**src/sv/mavlink_v2_frame_receiver_assert.svh**
```systemverilog
// Assertion macros shared by the frame receiver modules.
`ifndef MAVLINK_V2_FRAME_RECEIVER_ASSERT_SVH
`define MAVLINK_V2_FRAME_RECEIVER_ASSERT_SVH

// Same-cycle implication, sampled on clk, off during reset.
`define MVR_ASSERT_NOW(label, ante, cons, msg) \
	label: assert property (@(posedge clk) disable iff (!arst_n) (ante) |-> (cons)) \
		else $error(msg);

// Next-cycle implication, sampled on clk, off during reset.
`define MVR_ASSERT_NEXT(label, ante, cons, msg) \
	label: assert property (@(posedge clk) disable iff (!arst_n) (ante) |=> (cons)) \
		else $error(msg);

`endif

```
**src/sv/mvr_pkg.sv**
```systemverilog
// Types, constants and per-byte functions of the frame receiver.
package mvr_pkg;

	localparam logic [7:0]  START_BYTE   = 8'hFD;
	localparam int unsigned HEADER_BYTES = 10;
	localparam int unsigned BUFFER_BYTES = 280;
	localparam logic [15:0] CRC_INIT     = 16'hFFFF;

	// header byte offsets, start byte at offset 0
	localparam logic [8:0] HDR_LEN    = 9'd1;
	localparam logic [8:0] HDR_SEQ    = 9'd4;
	localparam logic [8:0] HDR_SYSID  = 9'd5;
	localparam logic [8:0] HDR_COMPID = 9'd6;
	localparam logic [8:0] HDR_ID0    = 9'd7;
	localparam logic [8:0] HDR_ID1    = 9'd8;
	localparam logic [8:0] HDR_ID2    = 9'd9;

	localparam logic [23:0] ID_HEARTBEAT    = 24'd0;
	localparam logic [23:0] ID_VFR_HUD      = 24'd74;
	localparam logic [23:0] ID_COMMAND_LONG = 24'd76;
	localparam logic [23:0] ID_COMMAND_ACK  = 24'd77;

	localparam logic [7:0] EXTRA_HEARTBEAT    = 8'd50;
	localparam logic [7:0] EXTRA_VFR_HUD      = 8'd20;
	localparam logic [7:0] EXTRA_COMMAND_LONG = 8'd152;
	localparam logic [7:0] EXTRA_COMMAND_ACK  = 8'd143;
	localparam logic [7:0] EXTRA_NONE         = 8'd0;

	localparam logic [1:0] CLASS_HEARTBEAT    = 2'd0;
	localparam logic [1:0] CLASS_VFR_HUD      = 2'd1;
	localparam logic [1:0] CLASS_COMMAND_LONG = 2'd2;
	localparam logic [1:0] CLASS_OTHER        = 2'd3;

	localparam logic KIND_PAYLOAD = 1'b0;
	localparam logic KIND_STATUS  = 1'b1;

	typedef struct packed {
		logic        kind;
		logic [7:0]  index;
		logic [7:0]  data;
		logic [23:0] msg_id;
		logic [1:0]  msg_class;
		logic [7:0]  seq;
		logic [7:0]  sysid;
		logic [7:0]  compid;
		logic [7:0]  length;
		logic        crc_ok;
	} res_t;

	// X.25 (CRC-16/MCRF4XX) update by one byte
	function automatic logic [15:0] crc_feed(input logic [15:0] crc, input logic [7:0] b);
		logic [7:0] t;
		t = b ^ crc[7:0];
		t = t ^ (t << 4);
		return {8'h00, crc[15:8]} ^ {t, 8'h00} ^ {5'b00000, t, 3'b000} ^ {12'h000, t[7:4]};
	endfunction

	function automatic logic [7:0] extra_for(input logic [23:0] id);
		logic [7:0] e;
		case (id)
			ID_HEARTBEAT:    e = EXTRA_HEARTBEAT;
			ID_VFR_HUD:      e = EXTRA_VFR_HUD;
			ID_COMMAND_LONG: e = EXTRA_COMMAND_LONG;
			ID_COMMAND_ACK:  e = EXTRA_COMMAND_ACK;
			default:         e = EXTRA_NONE;
		endcase
		return e;
	endfunction

	function automatic logic [1:0] class_for(input logic [23:0] id);
		logic [1:0] c;
		case (id)
			ID_HEARTBEAT:    c = CLASS_HEARTBEAT;
			ID_VFR_HUD:      c = CLASS_VFR_HUD;
			ID_COMMAND_LONG: c = CLASS_COMMAND_LONG;
			default:         c = CLASS_OTHER;
		endcase
		return c;
	endfunction

endpackage

```
**src/sv/mavlink_v2_frame_receiver.sv**
```systemverilog
// MAVLink v2 frame receiver top level: input stage, frame core, result buffer.
// Takes one serial byte per beat and accepts a new byte every cycle unless the result
// buffer is full; a byte's result (a payload byte with its index, or the end-of-frame
// status after the second checksum byte) is registered: the byte is held in the input
// register and its result is captured in the result register.
// The per-byte CRC update and header/length decode sit between those two registers.
// A two-entry result buffer keeps input flowing while the output side stalls, until a
// second result is waiting. Frames with a length above max_payload are dropped
// silently; crc_ok = 0 means the payload bytes already sent must be discarded.
module mavlink_v2_frame_receiver (
	input  logic        clk,
	input  logic        arst_n,
	input  logic        in_valid,
	output logic        in_ready,
	input  logic [7:0]  rx_byte,
	input  logic        cfg_we,
	input  logic [7:0]  cfg_wdata,
	output logic        out_valid,
	input  logic        out_ready,
	output logic        result_kind,
	output logic [7:0]  payload_index,
	output logic [7:0]  payload_data,
	output logic [23:0] message_id,
	output logic [1:0]  message_class,
	output logic [7:0]  sequence_number,
	output logic [7:0]  sender_system,
	output logic [7:0]  sender_component,
	output logic [7:0]  frame_length,
	output logic        crc_ok
);
	import mvr_pkg::*;

	logic [7:0] max_payload_q;
	logic       valid_s1;
	logic [7:0] byte_s1;
	logic       advance;
	logic       res_valid;
	res_t       res;
	logic       out_valid_q;
	logic       skid_valid_q;
	res_t       out_q;
	res_t       skid_q;
	logic       pop;

	// hold the input byte while the result buffer is full
	assign advance  = valid_s1 && !skid_valid_q;
	assign in_ready = !valid_s1 || advance;
	assign pop      = out_valid_q && out_ready;

	always_ff @(posedge clk or negedge arst_n) begin
		if (!arst_n) begin
			max_payload_q <= 8'hFF;
		end else if (cfg_we) begin
			max_payload_q <= cfg_wdata;
		end
	end

	always_ff @(posedge clk or negedge arst_n) begin
		if (!arst_n) begin
			valid_s1 <= 1'b0;
		end else if (in_ready) begin
			valid_s1 <= in_valid;
		end
	end

	always_ff @(posedge clk) begin
		if (in_valid && in_ready) begin
			byte_s1 <= rx_byte;
		end
	end

	mvr_core u_core (
		.clk         (clk),
		.arst_n      (arst_n),
		.step        (advance),
		.rx_byte     (byte_s1),
		.max_payload (max_payload_q),
		.res_valid   (res_valid),
		.res         (res)
	);

	always_ff @(posedge clk or negedge arst_n) begin
		if (!arst_n) begin
			out_valid_q  <= 1'b0;
			skid_valid_q <= 1'b0;
		end else if (!out_valid_q || pop) begin
			out_valid_q  <= skid_valid_q || res_valid;
			skid_valid_q <= skid_valid_q && res_valid;
		end else if (res_valid) begin
			skid_valid_q <= 1'b1;
		end
	end

	always_ff @(posedge clk) begin
		if (!out_valid_q || pop) begin
			out_q <= skid_valid_q ? skid_q : res;
			if (skid_valid_q && res_valid) begin
				skid_q <= res;
			end
		end else if (res_valid) begin
			skid_q <= res;
		end
	end

	assign out_valid        = out_valid_q;
	assign result_kind      = out_q.kind;
	assign payload_index    = out_q.index;
	assign payload_data     = out_q.data;
	assign message_id       = out_q.msg_id;
	assign message_class    = out_q.msg_class;
	assign sequence_number  = out_q.seq;
	assign sender_system    = out_q.sysid;
	assign sender_component = out_q.compid;
	assign frame_length     = out_q.length;
	assign crc_ok           = out_q.crc_ok;

`include "mavlink_v2_frame_receiver_assert.svh"

	`MVR_ASSERT_NOW(a_skid_behind_head, skid_valid_q, out_valid_q,
		"skid entry without head entry")
	`MVR_ASSERT_NOW(a_no_push_when_full, res_valid, !skid_valid_q,
		"result pushed into full buffer")
	`MVR_ASSERT_NEXT(a_skid_drains, skid_valid_q && pop && !res_valid,
		out_valid_q && !skid_valid_q, "skid entry not moved to head")

endmodule

```
**src/sv/mvr_core.sv**
```systemverilog
// Frame state machine: header capture, CRC, payload streaming and status.
module mvr_core (
	input  logic          clk,
	input  logic          arst_n,
	input  logic          step,
	input  logic [7:0]    rx_byte,
	input  logic [7:0]    max_payload,
	output logic          res_valid,
	output mvr_pkg::res_t res
);
	import mvr_pkg::*;

	localparam logic [1:0] PH_IDLE   = 2'd0;
	localparam logic [1:0] PH_HEADER = 2'd1;
	localparam logic [1:0] PH_BODY   = 2'd2;

	logic [1:0]  phase_q, phase_d;
	logic [8:0]  byte_count_q, byte_count_d;
	logic [7:0]  length_q, length_d;
	logic [7:0]  seq_q, seq_d;
	logic [7:0]  sysid_q, sysid_d;
	logic [7:0]  compid_q, compid_d;
	logic [23:0] msgid_q, msgid_d;
	logic [15:0] crc_q, crc_d;
	logic [7:0]  crc_low_q, crc_low_d;

	logic        is_start;
	logic [8:0]  count_inc;
	logic [8:0]  end_low;
	logic [15:0] crc_final;

	always_comb begin
		phase_d      = phase_q;
		byte_count_d = byte_count_q;
		length_d     = length_q;
		seq_d        = seq_q;
		sysid_d      = sysid_q;
		compid_d     = compid_q;
		msgid_d      = msgid_q;
		crc_d        = crc_q;
		crc_low_d    = crc_low_q;
		res_valid    = 1'b0;
		res          = '0;

		is_start  = (rx_byte == START_BYTE);
		count_inc = byte_count_q + 9'd1;
		end_low   = 9'(HEADER_BYTES) + {1'b0, length_q};
		crc_final = crc_feed(crc_q, extra_for(msgid_q));

		unique case (phase_q)
			PH_HEADER: begin
				crc_d = crc_feed(crc_q, rx_byte);
				unique case (byte_count_q)
					HDR_LEN:    length_d = rx_byte;
					HDR_SEQ:    seq_d    = rx_byte;
					HDR_SYSID:  sysid_d  = rx_byte;
					HDR_COMPID: compid_d = rx_byte;
					HDR_ID0:    msgid_d  = {16'h0000, rx_byte};
					HDR_ID1:    msgid_d  = {8'h00, rx_byte, msgid_q[7:0]};
					HDR_ID2:    msgid_d  = {rx_byte, msgid_q[15:0]};
					default:    ;
				endcase
				byte_count_d = count_inc;
				if (count_inc >= 9'(HEADER_BYTES)) begin
					if (length_q <= max_payload) begin
						phase_d = PH_BODY;
					end else if (is_start) begin
						// resync on a start byte in the last header slot
						phase_d      = PH_HEADER;
						byte_count_d = 9'd1;
						crc_d        = CRC_INIT;
					end else begin
						phase_d      = PH_IDLE;
						byte_count_d = 9'd0;
					end
				end
			end
			PH_BODY: begin
				if (byte_count_q < end_low) begin
					crc_d     = crc_feed(crc_q, rx_byte);
					res_valid = step;
					res.kind  = KIND_PAYLOAD;
					res.index = 8'(byte_count_q - 9'(HEADER_BYTES));
					res.data  = rx_byte;
				end else if (byte_count_q == end_low) begin
					crc_low_d = rx_byte;
				end
				if (byte_count_q > end_low) begin
					res_valid     = step;
					res.kind      = KIND_STATUS;
					res.msg_id    = msgid_q;
					res.msg_class = class_for(msgid_q);
					res.seq       = seq_q;
					res.sysid     = sysid_q;
					res.compid    = compid_q;
					res.length    = length_q;
					res.crc_ok    = ({rx_byte, crc_low_q} == crc_final);
					phase_d       = PH_IDLE;
					byte_count_d  = 9'd0;
				end else begin
					byte_count_d = count_inc;
					// drop the frame on overflow
					if ({1'b0, count_inc} >= 10'(BUFFER_BYTES)) begin
						if (is_start) begin
							phase_d      = PH_HEADER;
							byte_count_d = 9'd1;
							crc_d        = CRC_INIT;
						end else begin
							phase_d      = PH_IDLE;
							byte_count_d = 9'd0;
						end
					end
				end
			end
			default: begin
				if (is_start) begin
					phase_d      = PH_HEADER;
					byte_count_d = 9'd1;
					crc_d        = CRC_INIT;
				end else begin
					phase_d      = PH_IDLE;
					byte_count_d = 9'd0;
				end
			end
		endcase
	end

	always_ff @(posedge clk or negedge arst_n) begin
		if (!arst_n) begin
			phase_q      <= PH_IDLE;
			byte_count_q <= 9'd0;
			length_q     <= 8'd0;
			seq_q        <= 8'd0;
			sysid_q      <= 8'd0;
			compid_q     <= 8'd0;
			msgid_q      <= 24'd0;
			crc_q        <= CRC_INIT;
			crc_low_q    <= 8'd0;
		end else if (step) begin
			phase_q      <= phase_d;
			byte_count_q <= byte_count_d;
			length_q     <= length_d;
			seq_q        <= seq_d;
			sysid_q      <= sysid_d;
			compid_q     <= compid_d;
			msgid_q      <= msgid_d;
			crc_q        <= crc_d;
			crc_low_q    <= crc_low_d;
		end
	end

`include "mavlink_v2_frame_receiver_assert.svh"

	`MVR_ASSERT_NOW(a_idle_count_zero, phase_q == PH_IDLE, byte_count_q == 9'd0,
		"count not cleared while hunting")
	`MVR_ASSERT_NOW(a_header_count_range, phase_q == PH_HEADER,
		(byte_count_q >= 9'd1) && (byte_count_q < 9'(HEADER_BYTES)),
		"header count out of range")
	`MVR_ASSERT_NOW(a_result_in_body, res_valid, step && (phase_q == PH_BODY),
		"result outside frame body")

endmodule
```
**config.mk**
```make
export PLATFORM = sky130hd
export DESIGN_NAME = mavlink_v2_frame_receiver
export DESIGN_NICKNAME = d
export VERILOG_FILES = /design/src/sv/mvr_pkg.sv /design/src/sv/mavlink_v2_frame_receiver.sv /design/src/sv/mvr_core.sv
export VERILOG_INCLUDE_DIRS = /design/src /design/src/sv
export SDC_FILE = /design/constraint.sdc
export NUM_CORES = 1
export LEC_CHECK = 0
export BUFFER_PORTS_ARGS = -buffer_cell sky130_fd_sc_hd__buf_2
export CAP_MARGIN = 20
export CORE_ASPECT_RATIO = 2
export CORE_MARGIN = 2
export CORE_UTILIZATION = 60
export CTS_CLUSTER_SIZE = 8
export DETAILED_ROUTE_END_ITERATION = 8
export PLACE_DENSITY = 0.89
export SLEW_MARGIN = 20
export SYNTH_ARGS = -nofsm -noshare
export SYNTH_HDL_FRONTEND = slang
export SYNTH_SLANG_ARGS = --single-unit
export TNS_END_PERCENT = 20
```
**constraint.sdc**
```tcl
create_clock -name clk -period 15.1 [get_ports clk]
set_input_delay 3.02 -clock clk [delete_from_list [all_inputs] [get_ports clk]]
set_output_delay 3.02 -clock clk [all_outputs]
set_load 0.005 [all_outputs]
```
==> results.yml <==
run_status:
  outcome: "finished clean"
worst_setup_path:
  critical_path.slowest_cell: "dfrtp_4"
  path_class: "flip-flop to output pin"
  regToRegSetupSlack_ps: 10980
  path_cells: "nand2_1, buf_2"
  crit_start: "skid_valid_q"
  critPathTopFamily: "flip-flops"
  required_ps: 12080
  cp.arrival_ps: 1750
  start_kind: "flip-flop"
  r2r_start: "u_core.length_q[1]"
  cp_slowest_stage_delay_ps: 850
  path_max_fanout: 47
  cp.buffers_inverters: 1
  setup.worst_path.end_class: "output pin"
logic_synthesis:
  syn_nets: 1021
  synth.cell_area_um2: 12500
  yosys.area_share.adder_pct: 2.60
  syn_inst: 974
  muxShareOfSynthArea_pct: 11.2
  synth_compound_area_share_pct: 8.13
  ys_ff_latch: 262
  synth-simple-area-share_pct: 12.4
  synth_cell_types: 74
  synth_top_family_by_area: "simple AND/OR/NAND/NOR gates"
  synth_xor_area_share_pct: 3.92
  synth_edf_count: 160
  synthArstFlopShare_pct: 38.9
  ys_seq_area_share_pct: 59.0
  avgSynthCellArea_um2: 12.8
  synth_warnings: 0
  synth_ff_type: "edfxtp_1"
die:
  start_util_pct: 61.1
  rows: 74
  fp.dieArea_um2: 22100
  core_um2: 20500
  fp.dieH_um: 208
  io_pins: 99
  die_x_um: 106
cells_and_area:
  syn_to_final_growth_pct: 14.5
  fillers: 1341
  utilization_pct: 70.0
  final_area_um2: 14300
  layout-drive-gt1-share_pct: 29.3
  fin_nets: 1109
  diodes: 0
timing:
  maxSlewViolCount: 0
  fin_skew_ps: 25.2
  timing.hold.ws_ps: 500
  slew_headroom_pct: 22.0
  period_share_pct: 31.6
  worst_slew_pin_slew_ps: 1170
  finalCriticalPeriod_ps: 4770
  tns_ps: 0
  hold_viol: 0
  rsz0062_at_grt: "no"
  fmax_ghz: 0.210
  setup_viol: 0
cts:
  cts.sinks: 262
  cts-buffers-inserted: 38
  cts_root_buf: "clkbuf_16"
  htreeDepth: 2
  clockBufferDepth: 3
  ctsResizeCount: 0
  holdBufCountCts: 0
  cts_setup_buffers: 0
  insertion_delay_ps: 520
  cts_tree: "done"
  cts.clk_slew.worst_paths_ps: 50
global_route:
  grt_usage_pct: 27.0
  grt_pass1_vias: 8778
  grt_first_pass_wirelength_um: 46500
  grt_max_degree: 91
  grt_overflow_total: 0
  met1_usage_pct: 31.3
  grt_antenna_before_repair: 0
  grtUsageMet3_pct: 4.39
  grtUsageMet2_pct: 45.8
  grt-busiest-layer: "met2"
detailed_routing:
  drt_wl_total_um: 29500
  routed_via_density: 6.38
  drc: 0
  vias: 8664
  antenna_left: 0
  drtPass1Iterations: 5
  wl_per_cell_um: 21.7
  drtIter0Drc: 737
hold_path:
  hp-class: "flip-flop to flip-flop"
  holdCritStartpoint: "u_core.seq_q[3]"
power_and_ir_drop:
  p_leak_nw: 6.48
  power_density_nw_per_um2: 116
  vdd_drop_max_mv: 0.102
  p_total_mw: 1.66
job:
  max_cap_violations: 0
placement:
  gp_congestion: 0.969
  portBuffers: 98
  dp_hpwl_um: 17600
  place_area_um2: 13200
## final timing paths
check | end | depth (start not counted)
max | in_ready | 2
min | u_core.seq_q[3] | 1
max reg2reg | skid_q[25] | 11
min reg2reg | u_core.seq_q[3] | 1
max in group asynchronous | skid_valid_q | 2
min in group asynchronous | u_core.byte_count_q[1] | 1
## report_power, final
part           leakage [nW]  switching [mW]  internal (mW)
clock                 0.525           0.297          0.485
combinational          2.72          0.0520         0.0362
sequential             3.24          0.0144          0.773
## state kept, by name, indices dropped and copies added, names as in the netlist, 9 cells and up
name and cells:
u_core.crc_q 16, message_id 24, u_core.msgid_q 24, skid_q 76, u_core.byte_count_q 9
## per-stage QoR
| step | worst slack [ps] | cells |
|---|---|---|
| final | 10330 | 1357 |
| after global routing | 10260 | 1357 |
| after CTS | 9940 | 1355 |
| after detailed placement | 9870 | 1286 |
| after global placement | 9910 | 1286 |
| after floorplan | 6140 | 974 |
## cells in the mapped netlist (10+ instances only)
master	number	area, um2
a21oi_1	19	95.1
a31oi_1	23	144
a32oi_1	12	105
and3_1	67	419
buf_2	10	50.1
clkbuf_1	48	180
dfrtp_1	78	1950
dfstp_2	24	631
edfxtp_1	160	4800
ha_1	26	325
inv_1	20	75.1
mux2_2	113	1270
nand2_1	76	285
nor2_1	46	173
nor3_1	14	70.1
o21ai_0	27	135
o21ai_1	13	65.1
o31ai_1	10	75.1
xnor2_1	25	219
xor2_1	31	272
## final cells by class
class	instances	area, um2	area share (%)
clock buffers	68	1090	7.64
clock inverters	1	8.76	0.0611
inverters	20	75.1	0.524
multi-input cells	629	4800	33.5
flip-flops and latches	262	7390	51.6
well taps	266	333	2.32
repair buffers	111	623	4.35
## per-layer routing
metal  vias to the layer above  wire length, um
met5                         -                0
li1                       3780                -
met4                         0             2070
met2                       549            14900
met1                      4178            10300
met3                       157             2190
## worst register-to-register path, cell delays in order (launching register included)
cell      delay (ps)
dfrtp_1          450
ha_1             270
o21ai_0          260
xor2_1           210
ha_1             250
nand4_1          100
o221ai_1         190
inv_1            180
nand2_1          400
a211oi_1         430
nor2b_4          200
buf_4            740
## cell usage in the layout, fill, tap and decap left out, types with 10 or more instances in the layout
cell type,count
inv_1,20
mux2_2,113
and3_1,67
o21ai_1,13
a31oi_1,23
edfxtp_1,160
buf_2,97
a21oi_1,19
clkbuf_1,28
buf_4,12
ha_1,25
o21ai_0,27
nand2_1,76
xnor2_1,25
nor2_1,46
o31ai_1,10
a32oi_1,12
nor3_1,14
clkbuf_16,39
xor2_1,31
dfstp_2,24
dfrtp_1,77
## kinds of logic (layout without fill, tap and decap cells)
family,Yosys count,in the layout
fa+ha+maj,26,26
simple gates,276,276
xor+xnor,56,56
buf+inv,83,200
flops,262,262
compound gates,146,146
mux,125,125
(Power assumes the default switching activity.)
